===== config.mk =====
export PLATFORM = sky130hd
export DESIGN_NAME = char_stream_token_classifier_flat
export DESIGN_NICKNAME = d
export VERILOG_FILES = /design/src/cstc_pkg.sv /design/src/cstc_char_if.sv /design/src/cstc_tok_if.sv /design/src/cstc_lexer.sv /design/src/cstc_out_queue.sv /design/src/char_stream_token_classifier.sv /design/src/flat_wrapper.sv
export SDC_FILE = /design/constraint.sdc
export NUM_CORES = 1
export LEC_CHECK = 0
export BUFFER_PORTS_ARGS = -buffer_cell sky130_fd_sc_hd__buf_4
export CAP_MARGIN = 10
export CELL_PAD_IN_SITES_DETAIL_PLACEMENT = 0
export CELL_PAD_IN_SITES_GLOBAL_PLACEMENT = 2
export CORE_ASPECT_RATIO = 1.75
export CORE_MARGIN = 4
export CORE_UTILIZATION = 36
export DETAILED_ROUTE_END_ITERATION = 8
export PLACE_DENSITY_LB_ADDON = 0.05
export SYNTH_ARGS = -nofsm -noshare
export SYNTH_HDL_FRONTEND = slang
export SYNTH_SLANG_ARGS = --single-unit
export TNS_END_PERCENT = 10

===== constraint.sdc =====
create_clock -name clk_i -period 4.07 [get_ports clk_i]
set_input_delay 0.6105 -clock clk_i [delete_from_list [all_inputs] [get_ports clk_i]]
set_output_delay 0.6105 -clock clk_i [all_outputs]
set_load 0.02 [all_outputs]

===== src/cstc_pkg.sv =====
`default_nettype none

package cstc_pkg;

  // Longest token length the counter tracks before it saturates
  localparam int unsigned MaxTokenLen = 255;
  localparam int unsigned CountW      = $clog2(MaxTokenLen + 1);
  localparam int unsigned LeadChars   = 5;

  // Result queue between the lexer and the output channel
  localparam int unsigned QDepth = 4;
  localparam int unsigned QPtrW  = $clog2(QDepth);
  localparam int unsigned QFillW = $clog2(QDepth + 1);

  typedef enum logic [3:0] {
    KIND_END      = 4'd0,
    KIND_UNREC    = 4'd1,
    KIND_DECLTYPE = 4'd2,
    KIND_SEP      = 4'd3,
    KIND_NUM      = 4'd4,
    KIND_OP       = 4'd5,
    KIND_SUPP     = 4'd6,
    KIND_DECLKW   = 4'd7,
    KIND_IMPORT   = 4'd8,
    KIND_IDENT    = 4'd9
  } kind_e;

  typedef enum logic [3:0] {
    SYM_NONE   = 4'd0,
    SYM_COLON  = 4'd1,
    SYM_DCOLON = 4'd2,
    SYM_SLASH  = 4'd3,
    SYM_PLUS   = 4'd4,
    SYM_STAR   = 4'd5,
    SYM_MINUS  = 4'd6,
    SYM_BAR    = 4'd7,
    SYM_OROR   = 4'd8,
    SYM_ANDAND = 4'd9,
    SYM_XORXOR = 4'd10,
    SYM_BANG2  = 4'd11,
    SYM_BANG   = 4'd12
  } sym_e;

  typedef struct packed {
    kind_e       kind;
    sym_e        sym;
    logic        neg;
    logic        frac;
    logic [7:0]  len;
    logic        sat;
    logic        last;
  } tok_t;

  // Results of one accepted request, pushed into the queue together
  typedef struct packed {
    logic [1:0] cnt;
    tok_t       first;
    tok_t       second;
  } lex_push_t;

endpackage

`default_nettype wire


===== src/cstc_char_if.sv =====
`default_nettype none

interface cstc_char_if;
  logic       valid;
  logic       ready;
  logic [7:0] ch;
  logic       end_of_input;

  modport source (output valid, output ch, output end_of_input, input ready);
  modport sink   (input valid, input ch, input end_of_input, output ready);
endinterface

`default_nettype wire


===== src/cstc_tok_if.sv =====
`default_nettype none

interface cstc_tok_if;
  logic       valid;
  logic       ready;
  logic [3:0] token_kind;
  logic [3:0] symbol_code;
  logic       number_negative;
  logic       number_has_fraction;
  logic [7:0] token_length;
  logic       length_saturated;
  logic       last_of_run;

  modport source (
    output valid, output token_kind, output symbol_code, output number_negative,
    output number_has_fraction, output token_length, output length_saturated,
    output last_of_run, input ready
  );
  modport sink (
    input valid, input token_kind, input symbol_code, input number_negative,
    input number_has_fraction, input token_length, input length_saturated,
    input last_of_run, output ready
  );
endinterface

`default_nettype wire


===== src/cstc_lexer.sv =====
`default_nettype none

module cstc_lexer (
  input  wire logic                clk_i,
  input  wire logic                rst_ni,
  input  wire logic                accept_i,
  input  wire logic [7:0]          ch_i,
  input  wire logic                end_i,
  output cstc_pkg::lex_push_t      push_o
);

  localparam int unsigned CW = cstc_pkg::CountW;

  localparam logic [7:0] ChNewline = 8'h0A;
  localparam logic [7:0] ChSpace   = 8'h20;
  localparam logic [7:0] ChBang    = 8'h21;
  localparam logic [7:0] ChHash    = 8'h23;
  localparam logic [7:0] ChAmp     = 8'h26;
  localparam logic [7:0] ChStar    = 8'h2A;
  localparam logic [7:0] ChPlus    = 8'h2B;
  localparam logic [7:0] ChMinus   = 8'h2D;
  localparam logic [7:0] ChDot     = 8'h2E;
  localparam logic [7:0] ChSlash   = 8'h2F;
  localparam logic [7:0] ChColon   = 8'h3A;
  localparam logic [7:0] ChCaret   = 8'h5E;
  localparam logic [7:0] ChBar     = 8'h7C;

  // Keywords packed first character in the low byte
  localparam logic [23:0] KwCst   = 24'h747363;
  localparam logic [23:0] KwFnl   = 24'h6C6E66;
  localparam logic [23:0] KwCls   = 24'h736C63;
  localparam logic [39:0] KwConst = 40'h74736E6F63;
  localparam logic [31:0] KwDest  = 32'h74736564;
  localparam logic [23:0] KwImp   = 24'h706D69;

  typedef enum logic [10:0] {
    MODE_IDLE    = 11'b000_0000_0001,
    MODE_COMMENT = 11'b000_0000_0010,
    MODE_COLON   = 11'b000_0000_0100,
    MODE_MINUS   = 11'b000_0000_1000,
    MODE_INT     = 11'b000_0001_0000,
    MODE_FRAC    = 11'b000_0010_0000,
    MODE_AMP     = 11'b000_0100_0000,
    MODE_CARET   = 11'b000_1000_0000,
    MODE_PIPE    = 11'b001_0000_0000,
    MODE_BANG    = 11'b010_0000_0000,
    MODE_WORD    = 11'b100_0000_0000
  } mode_e;

  typedef struct packed {
    mode_e          mode;
    logic [CW-1:0]  count;
    logic [39:0]    lead;
    logic           minus;
    logic           frac;
    logic           ovf;
  } lex_state_t;

  localparam lex_state_t StReset = '{MODE_IDLE, '0, '0, 1'b0, 1'b0, 1'b0};

  function automatic logic is_space(logic [7:0] c);
    return (c == ChSpace) || (c >= 8'd9 && c <= 8'd13);
  endfunction

  function automatic logic is_digit(logic [7:0] c);
    return c >= 8'h30 && c <= 8'h39;
  endfunction

  function automatic logic is_letter(logic [7:0] c);
    return (c >= 8'h41 && c <= 8'h5A) || (c >= 8'h61 && c <= 8'h7A);
  endfunction

  // Append one character: keep the leading five, saturate the count
  function automatic lex_state_t add_char(lex_state_t s, logic [7:0] c);
    lex_state_t r;
    r = s;
    if (s.count < CW'(cstc_pkg::LeadChars)) begin
      r.lead = s.lead | ({32'b0, c} << {s.count[2:0], 3'b000});
    end
    if (s.count < CW'(cstc_pkg::MaxTokenLen)) begin
      r.count = s.count + CW'(1);
    end else begin
      r.ovf = 1'b1;
    end
    return r;
  endfunction

  function automatic cstc_pkg::tok_t mk_tok(cstc_pkg::kind_e k, cstc_pkg::sym_e s,
                                            logic [7:0] len);
    cstc_pkg::tok_t t;
    t = '0;
    t.kind = k;
    t.sym  = s;
    t.len  = len;
    return t;
  endfunction

  // Token carrying the collected length, clipped to eight bits
  function automatic cstc_pkg::tok_t len_tok(lex_state_t s, cstc_pkg::kind_e k,
                                             logic neg, logic frac);
    cstc_pkg::tok_t t;
    t      = '0;
    t.kind = k;
    t.sym  = cstc_pkg::SYM_NONE;
    t.neg  = neg;
    t.frac = frac;
    if (32'(s.count) > 32'd255) begin
      t.len = 8'd255;
      t.sat = 1'b1;
    end else begin
      t.len = s.count[7:0];
      t.sat = s.ovf;
    end
    return t;
  endfunction

  function automatic cstc_pkg::tok_t word_tok(lex_state_t s);
    cstc_pkg::kind_e k;
    logic            c3;
    c3 = !s.ovf && (s.count == CW'(3));
    k  = cstc_pkg::KIND_IDENT;
    if ((c3 && (s.lead[23:0] == KwCst || s.lead[23:0] == KwFnl ||
                s.lead[23:0] == KwCls)) ||
        (!s.ovf && s.count == CW'(5) && s.lead == KwConst) ||
        (!s.ovf && s.count == CW'(4) && s.lead[31:0] == KwDest)) begin
      k = cstc_pkg::KIND_DECLKW;
    end else if (c3 && s.lead[23:0] == KwImp) begin
      k = cstc_pkg::KIND_IMPORT;
    end
    return len_tok(s, k, 1'b0, 1'b0);
  endfunction

  // State after a character seen in idle mode
  function automatic lex_state_t start_state(lex_state_t s, logic [7:0] c);
    lex_state_t r;
    r      = s;
    r.mode = MODE_IDLE;
    if (!is_space(c)) begin
      r = StReset;
      priority if (c == ChHash) begin
        r.mode = MODE_COMMENT;
      end else if (c == ChColon) begin
        r.mode = MODE_COLON;
      end else if (c == ChMinus) begin
        r      = add_char(r, c);
        r.mode = MODE_MINUS;
      end else if (c == ChAmp) begin
        r.mode = MODE_AMP;
      end else if (c == ChCaret) begin
        r.mode = MODE_CARET;
      end else if (c == ChBar) begin
        r.mode = MODE_PIPE;
      end else if (c == ChBang) begin
        r.mode = MODE_BANG;
      end else if (is_digit(c)) begin
        r      = add_char(r, c);
        r.mode = MODE_INT;
      end else if (is_letter(c)) begin
        r      = add_char(r, c);
        r.mode = MODE_WORD;
      end else begin
        r.mode = MODE_IDLE;
      end
    end
    return r;
  endfunction

  // Single-character tokens emitted at once from idle mode
  function automatic logic start_emits(logic [7:0] c);
    return !is_space(c) && !is_digit(c) && !is_letter(c) &&
           c != ChHash && c != ChColon && c != ChMinus && c != ChAmp &&
           c != ChCaret && c != ChBar && c != ChBang;
  endfunction

  function automatic cstc_pkg::tok_t start_tok(logic [7:0] c);
    cstc_pkg::tok_t t;
    priority if (c == ChSlash) begin
      t = mk_tok(cstc_pkg::KIND_SEP, cstc_pkg::SYM_SLASH, 8'd1);
    end else if (c == ChPlus) begin
      t = mk_tok(cstc_pkg::KIND_OP, cstc_pkg::SYM_PLUS, 8'd1);
    end else if (c == ChStar) begin
      t = mk_tok(cstc_pkg::KIND_OP, cstc_pkg::SYM_STAR, 8'd1);
    end else begin
      t = mk_tok(cstc_pkg::KIND_UNREC, cstc_pkg::SYM_NONE, 8'd1);
    end
    return t;
  endfunction

  lex_state_t     st_q, st_d;
  cstc_pkg::tok_t tok_a, tok_b;
  logic           a_v, b_v, restart;
  logic [1:0]     cnt;
  cstc_pkg::tok_t first, second;

  // Close the pending token, then restart on the same character if needed
  always_comb begin
    st_d    = st_q;
    tok_a   = '0;
    tok_b   = '0;
    a_v     = 1'b0;
    b_v     = 1'b0;
    restart = 1'b0;
    if (end_i) begin
      a_v = 1'b1;
      unique case (st_q.mode)
        MODE_COLON: tok_a = mk_tok(cstc_pkg::KIND_DECLTYPE, cstc_pkg::SYM_COLON, 8'd1);
        MODE_MINUS: tok_a = mk_tok(cstc_pkg::KIND_OP, cstc_pkg::SYM_MINUS, 8'd1);
        MODE_INT, MODE_FRAC: tok_a = len_tok(st_q, cstc_pkg::KIND_NUM,
                                             st_q.minus, st_q.frac);
        MODE_PIPE:  tok_a = mk_tok(cstc_pkg::KIND_OP, cstc_pkg::SYM_BAR, 8'd1);
        MODE_BANG:  tok_a = mk_tok(cstc_pkg::KIND_SUPP, cstc_pkg::SYM_BANG, 8'd1);
        MODE_WORD:  tok_a = word_tok(st_q);
        default:    a_v = 1'b0;
      endcase
      tok_b = mk_tok(cstc_pkg::KIND_END, cstc_pkg::SYM_NONE, 8'd0);
      b_v   = 1'b1;
      st_d  = StReset;
    end else begin
      unique case (st_q.mode)
        MODE_COMMENT: begin
          if (ch_i == ChNewline) st_d.mode = MODE_IDLE;
        end
        MODE_COLON: begin
          a_v = 1'b1;
          if (ch_i == ChColon) begin
            tok_a     = mk_tok(cstc_pkg::KIND_DECLTYPE, cstc_pkg::SYM_DCOLON, 8'd2);
            st_d.mode = MODE_IDLE;
          end else begin
            tok_a   = mk_tok(cstc_pkg::KIND_DECLTYPE, cstc_pkg::SYM_COLON, 8'd1);
            restart = 1'b1;
          end
        end
        MODE_MINUS: begin
          if (is_digit(ch_i)) begin
            st_d       = add_char(st_q, ch_i);
            st_d.minus = 1'b1;
            st_d.mode  = MODE_INT;
          end else begin
            a_v     = 1'b1;
            tok_a   = mk_tok(cstc_pkg::KIND_OP, cstc_pkg::SYM_MINUS, 8'd1);
            restart = 1'b1;
          end
        end
        MODE_INT: begin
          if (is_digit(ch_i)) begin
            st_d = add_char(st_q, ch_i);
          end else if (ch_i == ChDot) begin
            st_d      = add_char(st_q, ch_i);
            st_d.frac = 1'b1;
            st_d.mode = MODE_FRAC;
          end else begin
            a_v     = 1'b1;
            tok_a   = len_tok(st_q, cstc_pkg::KIND_NUM, st_q.minus, st_q.frac);
            restart = 1'b1;
          end
        end
        MODE_FRAC: begin
          if (is_digit(ch_i)) begin
            st_d = add_char(st_q, ch_i);
          end else begin
            a_v     = 1'b1;
            tok_a   = len_tok(st_q, cstc_pkg::KIND_NUM, st_q.minus, st_q.frac);
            restart = 1'b1;
          end
        end
        MODE_AMP: begin
          a_v       = (ch_i == ChAmp);
          tok_a     = mk_tok(cstc_pkg::KIND_OP, cstc_pkg::SYM_ANDAND, 8'd2);
          st_d.mode = MODE_IDLE;
        end
        MODE_CARET: begin
          a_v       = (ch_i == ChCaret);
          tok_a     = mk_tok(cstc_pkg::KIND_OP, cstc_pkg::SYM_XORXOR, 8'd2);
          st_d.mode = MODE_IDLE;
        end
        MODE_PIPE: begin
          a_v = 1'b1;
          if (ch_i == ChBar) begin
            tok_a     = mk_tok(cstc_pkg::KIND_OP, cstc_pkg::SYM_OROR, 8'd2);
            st_d.mode = MODE_IDLE;
          end else begin
            tok_a   = mk_tok(cstc_pkg::KIND_OP, cstc_pkg::SYM_BAR, 8'd1);
            restart = 1'b1;
          end
        end
        MODE_BANG: begin
          a_v = 1'b1;
          if (ch_i == ChBang) begin
            tok_a     = mk_tok(cstc_pkg::KIND_OP, cstc_pkg::SYM_BANG2, 8'd2);
            st_d.mode = MODE_IDLE;
          end else begin
            tok_a   = mk_tok(cstc_pkg::KIND_SUPP, cstc_pkg::SYM_BANG, 8'd1);
            restart = 1'b1;
          end
        end
        MODE_WORD: begin
          if (is_letter(ch_i)) begin
            st_d = add_char(st_q, ch_i);
          end else begin
            a_v     = 1'b1;
            tok_a   = word_tok(st_q);
            restart = 1'b1;
          end
        end
        default: restart = 1'b1;
      endcase
      if (restart) begin
        st_d  = start_state(st_q, ch_i);
        b_v   = start_emits(ch_i);
        tok_b = start_tok(ch_i);
      end
    end
  end

  // Pack the results in order and mark the final one
  always_comb begin
    if (a_v) begin
      first  = tok_a;
      second = tok_b;
      cnt    = b_v ? 2'd2 : 2'd1;
    end else begin
      first  = tok_b;
      second = tok_b;
      cnt    = b_v ? 2'd1 : 2'd0;
    end
    first.last  = (cnt == 2'd1);
    second.last = 1'b1;
    push_o.cnt    = accept_i ? cnt : 2'd0;
    push_o.first  = first;
    push_o.second = second;
  end

  // Advance the lexer state on each accepted request
  always_ff @(posedge clk_i or negedge rst_ni) begin
    if (!rst_ni) begin
      st_q <= StReset;
    end else if (accept_i) begin
      st_q <= st_d;
    end
  end

`ifndef SYNTHESIS
  a_end_resets: assert property (@(posedge clk_i) disable iff (!rst_ni)
    accept_i && end_i |=> st_q.mode == MODE_IDLE && st_q.count == '0 && !st_q.ovf)
    else $error("end mark did not return lexer to idle");

  a_end_emits: assert property (@(posedge clk_i) disable iff (!rst_ni)
    accept_i && end_i |-> push_o.cnt != 2'd0)
    else $error("end mark produced no end token");

  a_cnt_range: assert property (@(posedge clk_i) disable iff (!rst_ni)
    push_o.cnt != 2'd3)
    else $error("more than two results for one request");

  a_idle_push: assert property (@(posedge clk_i) disable iff (!rst_ni)
    !accept_i |-> push_o.cnt == 2'd0)
    else $error("results pushed without an accepted request");
`endif

endmodule

`default_nettype wire


===== src/cstc_out_queue.sv =====
`default_nettype none

module cstc_out_queue (
  input  wire logic                clk_i,
  input  wire logic                rst_ni,
  input  wire cstc_pkg::lex_push_t push_i,
  output logic                     room_o,
  output logic                     valid_o,
  input  wire logic                pop_i,
  output cstc_pkg::tok_t           tok_o
);

  localparam int unsigned D  = cstc_pkg::QDepth;
  localparam int unsigned PW = cstc_pkg::QPtrW;
  localparam int unsigned FW = cstc_pkg::QFillW;

  cstc_pkg::tok_t  mem_q [D];
  logic [PW-1:0]   wr_q, rd_q;
  logic [FW-1:0]   fill_q, fill_d;
  logic            pop;
  logic [PW-1:0]   wr_next;

  assign room_o  = fill_q <= FW'(D - 2);
  assign valid_o = fill_q != '0;
  assign tok_o   = mem_q[rd_q];
  assign pop     = pop_i && valid_o;
  assign wr_next = wr_q + PW'(1);

  always_comb begin
    fill_d = fill_q + FW'(push_i.cnt) - FW'(pop);
  end

  // Write up to two entries per cycle
  always_ff @(posedge clk_i) begin
    if (push_i.cnt != 2'd0) begin
      mem_q[wr_q] <= push_i.first;
    end
    if (push_i.cnt == 2'd2) begin
      mem_q[wr_next] <= push_i.second;
    end
  end

  // Advance pointers and fill level
  always_ff @(posedge clk_i or negedge rst_ni) begin
    if (!rst_ni) begin
      wr_q   <= '0;
      rd_q   <= '0;
      fill_q <= '0;
    end else begin
      wr_q   <= wr_q + PW'(push_i.cnt);
      if (pop) rd_q <= rd_q + PW'(1);
      fill_q <= fill_d;
    end
  end

`ifndef SYNTHESIS
  a_fill_bound: assert property (@(posedge clk_i) disable iff (!rst_ni)
    fill_q <= FW'(D))
    else $error("result queue overflow");

  a_push_room: assert property (@(posedge clk_i) disable iff (!rst_ni)
    push_i.cnt != 2'd0 |-> fill_q <= FW'(D - 2))
    else $error("push without room for two results");

  a_pop_drain: assert property (@(posedge clk_i) disable iff (!rst_ni)
    push_i.cnt == 2'd0 && pop |=> fill_q == $past(fill_q) - FW'(1))
    else $error("pop did not drain the queue");
`endif

endmodule

`default_nettype wire


===== src/char_stream_token_classifier.sv =====
`default_nettype none

// Character stream token classifier.
// char_i takes one request per character: ch, or end_of_input to close the
// text (ch is then ignored). tok_o carries one token record per handshake;
// a character can close a pending token and start a new one, so one input
// may give zero, one or two tokens, and last_of_run marks the final one.
// An end mark flushes any pending token, emits an end token and clears
// the lexer back to idle.
// A token is queued by the request that closes it and shows on tok_o once
// earlier tokens are taken. Throughput: one character per cycle while
// ready is high; the lexer updates its state in one step between the input
// handshake and a four-entry result queue, whose room for two tokens sets
// char_i.ready. A stall on tok_o lets the queue fill; char_i keeps accepting
// while two free entries remain, then holds ready low until the receiver
// drains. Reset clears the lexer mode, the length count and the queue; the
// block accepts requests right after reset.

module char_stream_token_classifier (
  input  wire logic         clk_i,
  input  wire logic         rst_ni,
  cstc_char_if.sink         char_i,
  cstc_tok_if.source        tok_o
);

  logic                 accept;
  logic                 room;
  cstc_pkg::lex_push_t  push;
  cstc_pkg::tok_t       head;

  assign char_i.ready = room;
  assign accept       = char_i.valid && room;

  cstc_lexer u_lexer (
    .clk_i    (clk_i),
    .rst_ni   (rst_ni),
    .accept_i (accept),
    .ch_i     (char_i.ch),
    .end_i    (char_i.end_of_input),
    .push_o   (push)
  );

  cstc_out_queue u_queue (
    .clk_i   (clk_i),
    .rst_ni  (rst_ni),
    .push_i  (push),
    .room_o  (room),
    .valid_o (tok_o.valid),
    .pop_i   (tok_o.ready),
    .tok_o   (head)
  );

  // Drive the result channel from the queue head
  assign tok_o.token_kind          = head.kind;
  assign tok_o.symbol_code         = head.sym;
  assign tok_o.number_negative     = head.neg;
  assign tok_o.number_has_fraction = head.frac;
  assign tok_o.token_length        = head.len;
  assign tok_o.length_saturated    = head.sat;
  assign tok_o.last_of_run         = head.last;

endmodule

`default_nettype wire

===== src/flat_wrapper.sv =====
// flat-port wrapper written by rule: the top's interface ports become plain ports
module char_stream_token_classifier_flat 
  (clk_i, rst_ni, char_i_valid, char_i_ch, char_i_end_of_input, char_i_ready, tok_o_valid, tok_o_token_kind, tok_o_symbol_code, tok_o_number_negative, tok_o_number_has_fraction, tok_o_token_length, tok_o_length_saturated, tok_o_last_of_run, tok_o_ready);
  cstc_char_if char_i_i ();
  cstc_tok_if tok_o_i ();
  input  wire logic clk_i;
  input  wire logic rst_ni;
  input wire logic [$bits(char_i_i.valid)-1:0] char_i_valid;
  input wire logic [$bits(char_i_i.ch)-1:0] char_i_ch;
  input wire logic [$bits(char_i_i.end_of_input)-1:0] char_i_end_of_input;
  output wire logic [$bits(char_i_i.ready)-1:0] char_i_ready;
  output wire logic [$bits(tok_o_i.valid)-1:0] tok_o_valid;
  output wire logic [$bits(tok_o_i.token_kind)-1:0] tok_o_token_kind;
  output wire logic [$bits(tok_o_i.symbol_code)-1:0] tok_o_symbol_code;
  output wire logic [$bits(tok_o_i.number_negative)-1:0] tok_o_number_negative;
  output wire logic [$bits(tok_o_i.number_has_fraction)-1:0] tok_o_number_has_fraction;
  output wire logic [$bits(tok_o_i.token_length)-1:0] tok_o_token_length;
  output wire logic [$bits(tok_o_i.length_saturated)-1:0] tok_o_length_saturated;
  output wire logic [$bits(tok_o_i.last_of_run)-1:0] tok_o_last_of_run;
  input wire logic [$bits(tok_o_i.ready)-1:0] tok_o_ready;
  assign char_i_i.valid = char_i_valid;
  assign char_i_i.ch = char_i_ch;
  assign char_i_i.end_of_input = char_i_end_of_input;
  assign char_i_ready = char_i_i.ready;
  assign tok_o_valid = tok_o_i.valid;
  assign tok_o_token_kind = tok_o_i.token_kind;
  assign tok_o_symbol_code = tok_o_i.symbol_code;
  assign tok_o_number_negative = tok_o_i.number_negative;
  assign tok_o_number_has_fraction = tok_o_i.number_has_fraction;
  assign tok_o_token_length = tok_o_i.token_length;
  assign tok_o_length_saturated = tok_o_i.length_saturated;
  assign tok_o_last_of_run = tok_o_i.last_of_run;
  assign tok_o_i.ready = tok_o_ready;
  char_stream_token_classifier u_core (.clk_i(clk_i), .rst_ni(rst_ni), .char_i(char_i_i), .tok_o(tok_o_i));
endmodule

# After elaboration in Yosys (flattened, before gate mapping)
# Memory sizes are Yosys's and may differ from the RTL's.
# Cells that the tools add are included.
# classes
n_addsub,6
n_lt_le_gt_ge,11
n_eq_ne,57
n_shift,1
mux,74
bitwise,1
n_reduce_logical,50
# ops
operator,count
$mux 62,8
$mux 51,8
$pmux 51 s4,1
$pmux 20 s9,1
$mux 19,9
$mux 11,11
$pmux 20 s6,1
$pmux 11 s9,1
$eq 24x23->1 const B,4
$eq 8x6->1 const B,10
$mux 20,3
$mux 44,1
$eq 40x39->1 const B,1
$mux 40,1
$ne 8x6->1 const B,5
$or 40x40->40,1
$shl 8x6->40,1
$ne 4x4->1 const B,9
$eq 32x31->1 const B,1
$logic_and 1x1->1,22
$mux 1,19
$mux 18,1
$eq 8x3->1 const B,2
$eq 8x7->1 const B,2
51 further kinds,77
# totals
reg_bits,69
mem_bits_rw,80
output_inout_bits,22
memories,1
# mem_list
memory,words,width,rd,rd_clocked_by_memory_dff,wr,line,text
u_core.u_queue.mem_q,4,20,1,0,2,cstc_out_queue.sv:17,cstc_pkg::tok_t mem_q [D];

# Longest topological paths before layout
# depth
word_depth,21
mapped_depth,20

# By module
# A second synthesis with hierarchy kept.
# hier_totals
hier_cells,837
hier_area_um2,9354.0
# modules_own_cells
mod,instances,cells_per_inst,area_per_inst_um2,seq_area_each_um2
cstc_lexer,1,603,4897.2,1552.7
cstc_out_queue,1,233,4450.5,2577.5
char_stream_token_classifier,1,1,6.3,0.0

# Least setup slack after synthesis
# Ideal clock, no wire load.
# synth_path
path_kind,input -> register
from,in char_i_ch[6]
to,mem u_core.u_queue.mem_q[1][12] in the netlist's numbering (enable)
setup_ps,319
arrival_time_ps,4166
setup_slack_ps,-415
path_stages,17
n_path_buf,4
path_cell_list,clkbuf_1 > nor4b_4 > a41oi_1 > o211a_1 > a211oi_2 > a21oi_1 > nor2_2 > inv_2 > ha_1 > clkbuf_1 > inv_1 > nand3_1 > or3_1 > clkbuf_1 > and2_1 > clkbuf_1 > inv_1
# synth_lines
element,line,text
"start, declared",flat_wrapper.sv:9,input wire logic [$bits(char_i_i.ch)-1:0] char_i_ch;
"end, declared",cstc_out_queue.sv:17,

# Final worst setup path
# layout_path
from,reg u_core.u_lexer.st_q[55] in the netlist's numbering
to,reg u_core.u_queue.fill_q[2]
# layout_via
elab_chain_cells,11
word_cells_on_any_way,27
# layout_rtl
element,line,text
"start, declared",cstc_lexer.sv:189,"lex_state_t st_q, st_d;"
"start signal, assigned",cstc_lexer.sv:336,st_q <= StReset;
"start signal, assigned",cstc_lexer.sv:338,st_q <= st_d;
$eq 11x8->1 (tied with other cells),cstc_lexer.sv:219,unique case (st_q.mode)
$reduce_or 3->1 (no source line) or $reduce_or 2->1 (tied branches),--,
$pmux 1 s7,cstc_lexer.sv:219,
$mux 1,cstc_lexer.sv:203,if (end_i) begin
$mux 1,cstc_lexer.sv:307,if (restart) begin
$mux 1,cstc_lexer.sv:203,
$mux 1 or $mux 2 (tied branches),"cstc_lexer.sv:324, cstc_lexer.sv:320",
$mux 2 *,cstc_lexer.sv:317,if (a_v) begin
$mux 2 *,cstc_lexer.sv:328,push_o.cnt = accept_i ? cnt : 2'd0;
$add 3x2->3 *,cstc_out_queue.sv:30,fill_d = fill_q + FW'(push_i.cnt) - FW'(pop);
$sub 3x1->3 *,cstc_out_queue.sv:30,
net u_core.u_queue.fill_d[2],cstc_out_queue.sv:19,"logic [FW-1:0] fill_q, fill_d;"
"end signal, assigned",cstc_out_queue.sv:52,fill_q <= fill_d;
"end, declared",cstc_out_queue.sv:19,
# The timed path passes the listed nets; every way through them passes the cells marked *. The select of a mux whose other input is x is not followed.
# A chain may end at the register's enable or synchronous reset.

==> implementation parameters <==
Parameter                              Value

Pwr
  Maximum VDD drop    296 uV
  Pwr dens    501 nW/um2
  Total Power Consumption    4750 uW
  Total leakage power    0.00371 uW

Die
  Total die area    24800 um2
  Core area    21700 um2
  Starting utilization of the core area    0.369
  Number of I/O pins    35
  Height of the chip    205 um
  DIE WIDTH    121 um
  Cell Rows    71

STA
  Post-route minimum period    3860 ps
  Max Clock Skew    14.6 ps
  Slew headroom    0.387
  Endpoints failing hold    0
  Final total negative setup slack    0 ps
  Setup repair after global routing missed its margin    no
  Final setup vio count    0
  Fmax achieved    259 MHz
  Final clock period utilization by the worst path    0.948
  Final-report max-slew violation count    0
  Setup slack after layout    212 ps
  Slew of the pin with the lowest slew margin    920 ps

Global route
  Maximum number of pins on one net before global-route repair    70
  Antenna violations before repair    0
  Vias in the first global route    7213
  Wire length of the first global-routing pass    40800 um
  Total gr overflow    0
  Global routing usage summed across all routing layers    0.218

Place
  Half-perimeter wire length after placement    19900 um
  Cell area after placement    8890 um2
  Minimum setup slack after placement    -12.4 ps
  Placed insts    1159
  Global placer's final weighted congestion    0.912
  Number of I/O port buffers    34

Critical path
  Critical-path cell list    or3_1 -> or4_4 -> nor2b_4 -> a211oi_4 -> a21boi_2 -> nand2_1 -> nand2_1 -> ha_4 -> nand2_1 -> xor2_1 -> ha_1 -> inv_1 -> fa_1 -> xor2_1 -> xnor2_1
  Worst setup SP type    flip-flop
  Required time at the endpoint of the critical path    4420 ps
  Most Frequent Cell on Critical Path    nand2_1
  Setup Crit Path Kind    reg -> reg
  Highest net fanout along the worst path    8
  Reg-to-reg critical path endpoint    u_core.u_queue.fill_q[2]
  Crit path max-delay cell type    or4_4
  Worst setup path endpoint    u_core.u_queue.fill_q[2]
  Start of the worst register-to-register path    u_core.u_lexer.st_q[55]
  Number of cells traversed by the worst register-to-register path    15
  Biggest cell delay along the critical path    630 ps
  Launch point of the worst path    u_core.u_lexer.st_q[55]
  Data arrival time at the worst-slack endpoint    4210 ps
  Flop2flop setup slack    210 ps
  Endpoint type of the worst setup path    flip-flop

Routing
  Routed Wire Length    25900 um
  Via-to-Cell Ratio    5.80
  Post-DRT Antenna Nets    0
  Avg WL per Cell    21.8 um
  Count of unresolved DRC violations after routing    0
  Via total after detailed routing    6909
  1st-iter DRT viols    536
  Number of search-and-repair iterations in the first detailed-routing pass    5

Yosys
  Post-synthesis cell count    832
  Number of synthesized flops with an enable pin    28
  Number of unique standard cell types used by synthesis    82
  Seq/Total Area, Yosys    0.451
  Top flip-flop cell by instance count after synthesis    dfrtp_1
  Mapped Avg Cell Area    9.62 um2
  Net count of the mapped netlist    852
  Synth async-reset ratio    0.463
  Warnings, synthesis    0
  Number of synthesized register bits    149
  Synthesized area    8000 um2

CTS
  H-tree depth    4
  CTS sink count    149
  CTS tree    yes
  Number of buffers inserted by post-CTS setup repair    0
  Clock latency of the later-clocked register in the worst-skew pair    440 ps
  Root buffer cell    clkbuf_16
  # hold bufs at CTS    0
  Bufs on Longest Clock Path    2
  Clock-pin slew on the worst setup and hold paths    80 ps
  Cts bufs inserted    17

Layout
  Finished layout cell area    9490 um2
  Final Non-Filler Cells    1191
  Diode insertion count for antenna repair    0
  Post-synthesis to final-layout area growth    18.6%
  Net count of the finished layout    906
  Most common cell after layout, fill and taps aside    buf_4
  Leading cell types in the layout, fill and taps excluded    buf_4, nand2_1, dfrtp_1, dfxtp_1, nor2_1
  Share of layout cells above drive strength 1    0.198

Flow run
  Number of violations of the max-capacitance limit    0

Hold path
  Class of the most critical hold timing path    in -> async

Status
  Status    finished clean
==> power by group <==
part | switching (uW) | internal (uW)
clock network | 696 | 852
logic | 821 | 583
registers | 160 | 1640
==> per-layer routing <==
metal	global-route usage	wire, um	vias up
li1	-	-	3221
met4	0.130	1520	0
met1	0.236	9700	3392
met2	0.393	13800	209
met3	0.0369	885	87
met5	0	0	-
==> area by class of cell <==
cell class                 count  area [um2]
fill                        2188       12200
multi-input combinational    599        4130
sequential                   149        3610
timing repair buffer          96         721
clock buffer                  19         464
tap                          292         365
clock inverter                13         111
inverter                      23        91.3
==> critical path, delay by kind of cell, from the launching register on <==
| kind | cells | cell delay (ps) |
|---|---|---|
| AND/OR/NAND/NOR | 6 | 1720 |
| adder cells (fa/ha/maj) | 3 | 750 |
| flip-flops | 1 | 510 |
| XOR/XNOR | 3 | 510 |
| AO/OA/AOI/OAI | 2 | 230 |
| buffers and inverters | 1 | 50 |
==> state kept, by name, indices dropped and copies added (netlist names) <==
| register | count |
|---|---|
| u_core.u_lexer.st_q | 62 |
| u_core.u_queue.fill_q | 3 |
| u_core.u_queue.mem_q | 80 |
| u_core.u_queue.rd_q | 2 |
| u_core.u_queue.wr_q | 2 |
==> logic make-up (layout without fill, tap and decap cells) <==
| family | after synthesis | count (layout) | share of synthesized area |
|---|---|---|---|
| flip-flops | 149 | 149 | 0.451 |
| AO/OA/AOI/OAI | 233 | 233 | 0.196 |
| adder cells (fa/ha/maj) | 7 | 7 | 0.0119 |
| multiplexers | 33 | 33 | 0.0743 |
| buffers and inverters | 84 | 151 | 0.0411 |
| XOR/XNOR | 13 | 13 | 0.0142 |
| AND/OR/NAND/NOR | 313 | 313 | 0.211 |
==> worst min-delay path by stage <==
stage                                      from  slack, ps                          end
floorplan                                rst_ni        310       u_core.u_lexer.st_q[0]
global placement    u_core.u_queue.mem_q[2][11]        430  u_core.u_queue.mem_q[2][11]
detailed placement   u_core.u_queue.mem_q[1][3]        440   u_core.u_queue.mem_q[1][3]
CTS                                      rst_ni        340      u_core.u_lexer.st_q[55]
global route                             rst_ni        390      u_core.u_lexer.st_q[33]
finish                                   rst_ni        320      u_core.u_lexer.st_q[19]
==> Yosys cell counts, types with 6 or more instances <==
| cell type | instances | area [um2] |
|---|---|---|
| nor2b_1 | 10 | 62.6 |
| or3_1 | 16 | 100 |
| or4_1 | 6 | 45.0 |
| dfrtp_1 | 68 | 1700 |
| a21o_1 | 6 | 45.0 |
| mux2_1 | 9 | 101 |
| a21oi_1 | 31 | 155 |
| o21a_1 | 10 | 75.1 |
| nor3b_1 | 6 | 45.0 |
| o22ai_1 | 29 | 181 |
| nand2b_1 | 20 | 125 |
| buf_2 | 7 | 35.0 |
| o21ai_1 | 24 | 120 |
| ha_1 | 6 | 75.1 |
| nor4_1 | 7 | 43.8 |
| clkbuf_1 | 45 | 169 |
| buf_1 | 7 | 26.3 |
| mux4_2 | 20 | 450 |
| xnor2_1 | 8 | 70.1 |
| dfxtp_1 | 52 | 1040 |
| and2_1 | 9 | 56.3 |
| o21ai_0 | 45 | 225 |
| nor2_1 | 50 | 188 |
| inv_1 | 22 | 82.6 |
| nand2_1 | 82 | 308 |
| nand3_1 | 36 | 180 |
| nand4_1 | 12 | 75.1 |
| edfxtp_1 | 28 | 841 |
| nor3_1 | 20 | 100 |
| a22o_1 | 43 | 377 |
==> per-stage QoR <==
| stage | util | hold slack (ps) |
|---|---|---|
| after CTS | 0.437 | 337 |
| after global routing | 0.438 | 390 |
| after detailed placement | 0.410 | 442 |
| after global placement | 0.410 | 429 |
| final | 0.438 | 316 |
| after floorplan | - | 315 |
==> repair_timing <==
item,4_1_cts,5_1_grt
endpoints found under the setup margin,1,8
gates resized for setup,1,3
gates cloned,0,0
Note: power is estimated with default switching activity, not from simulation.
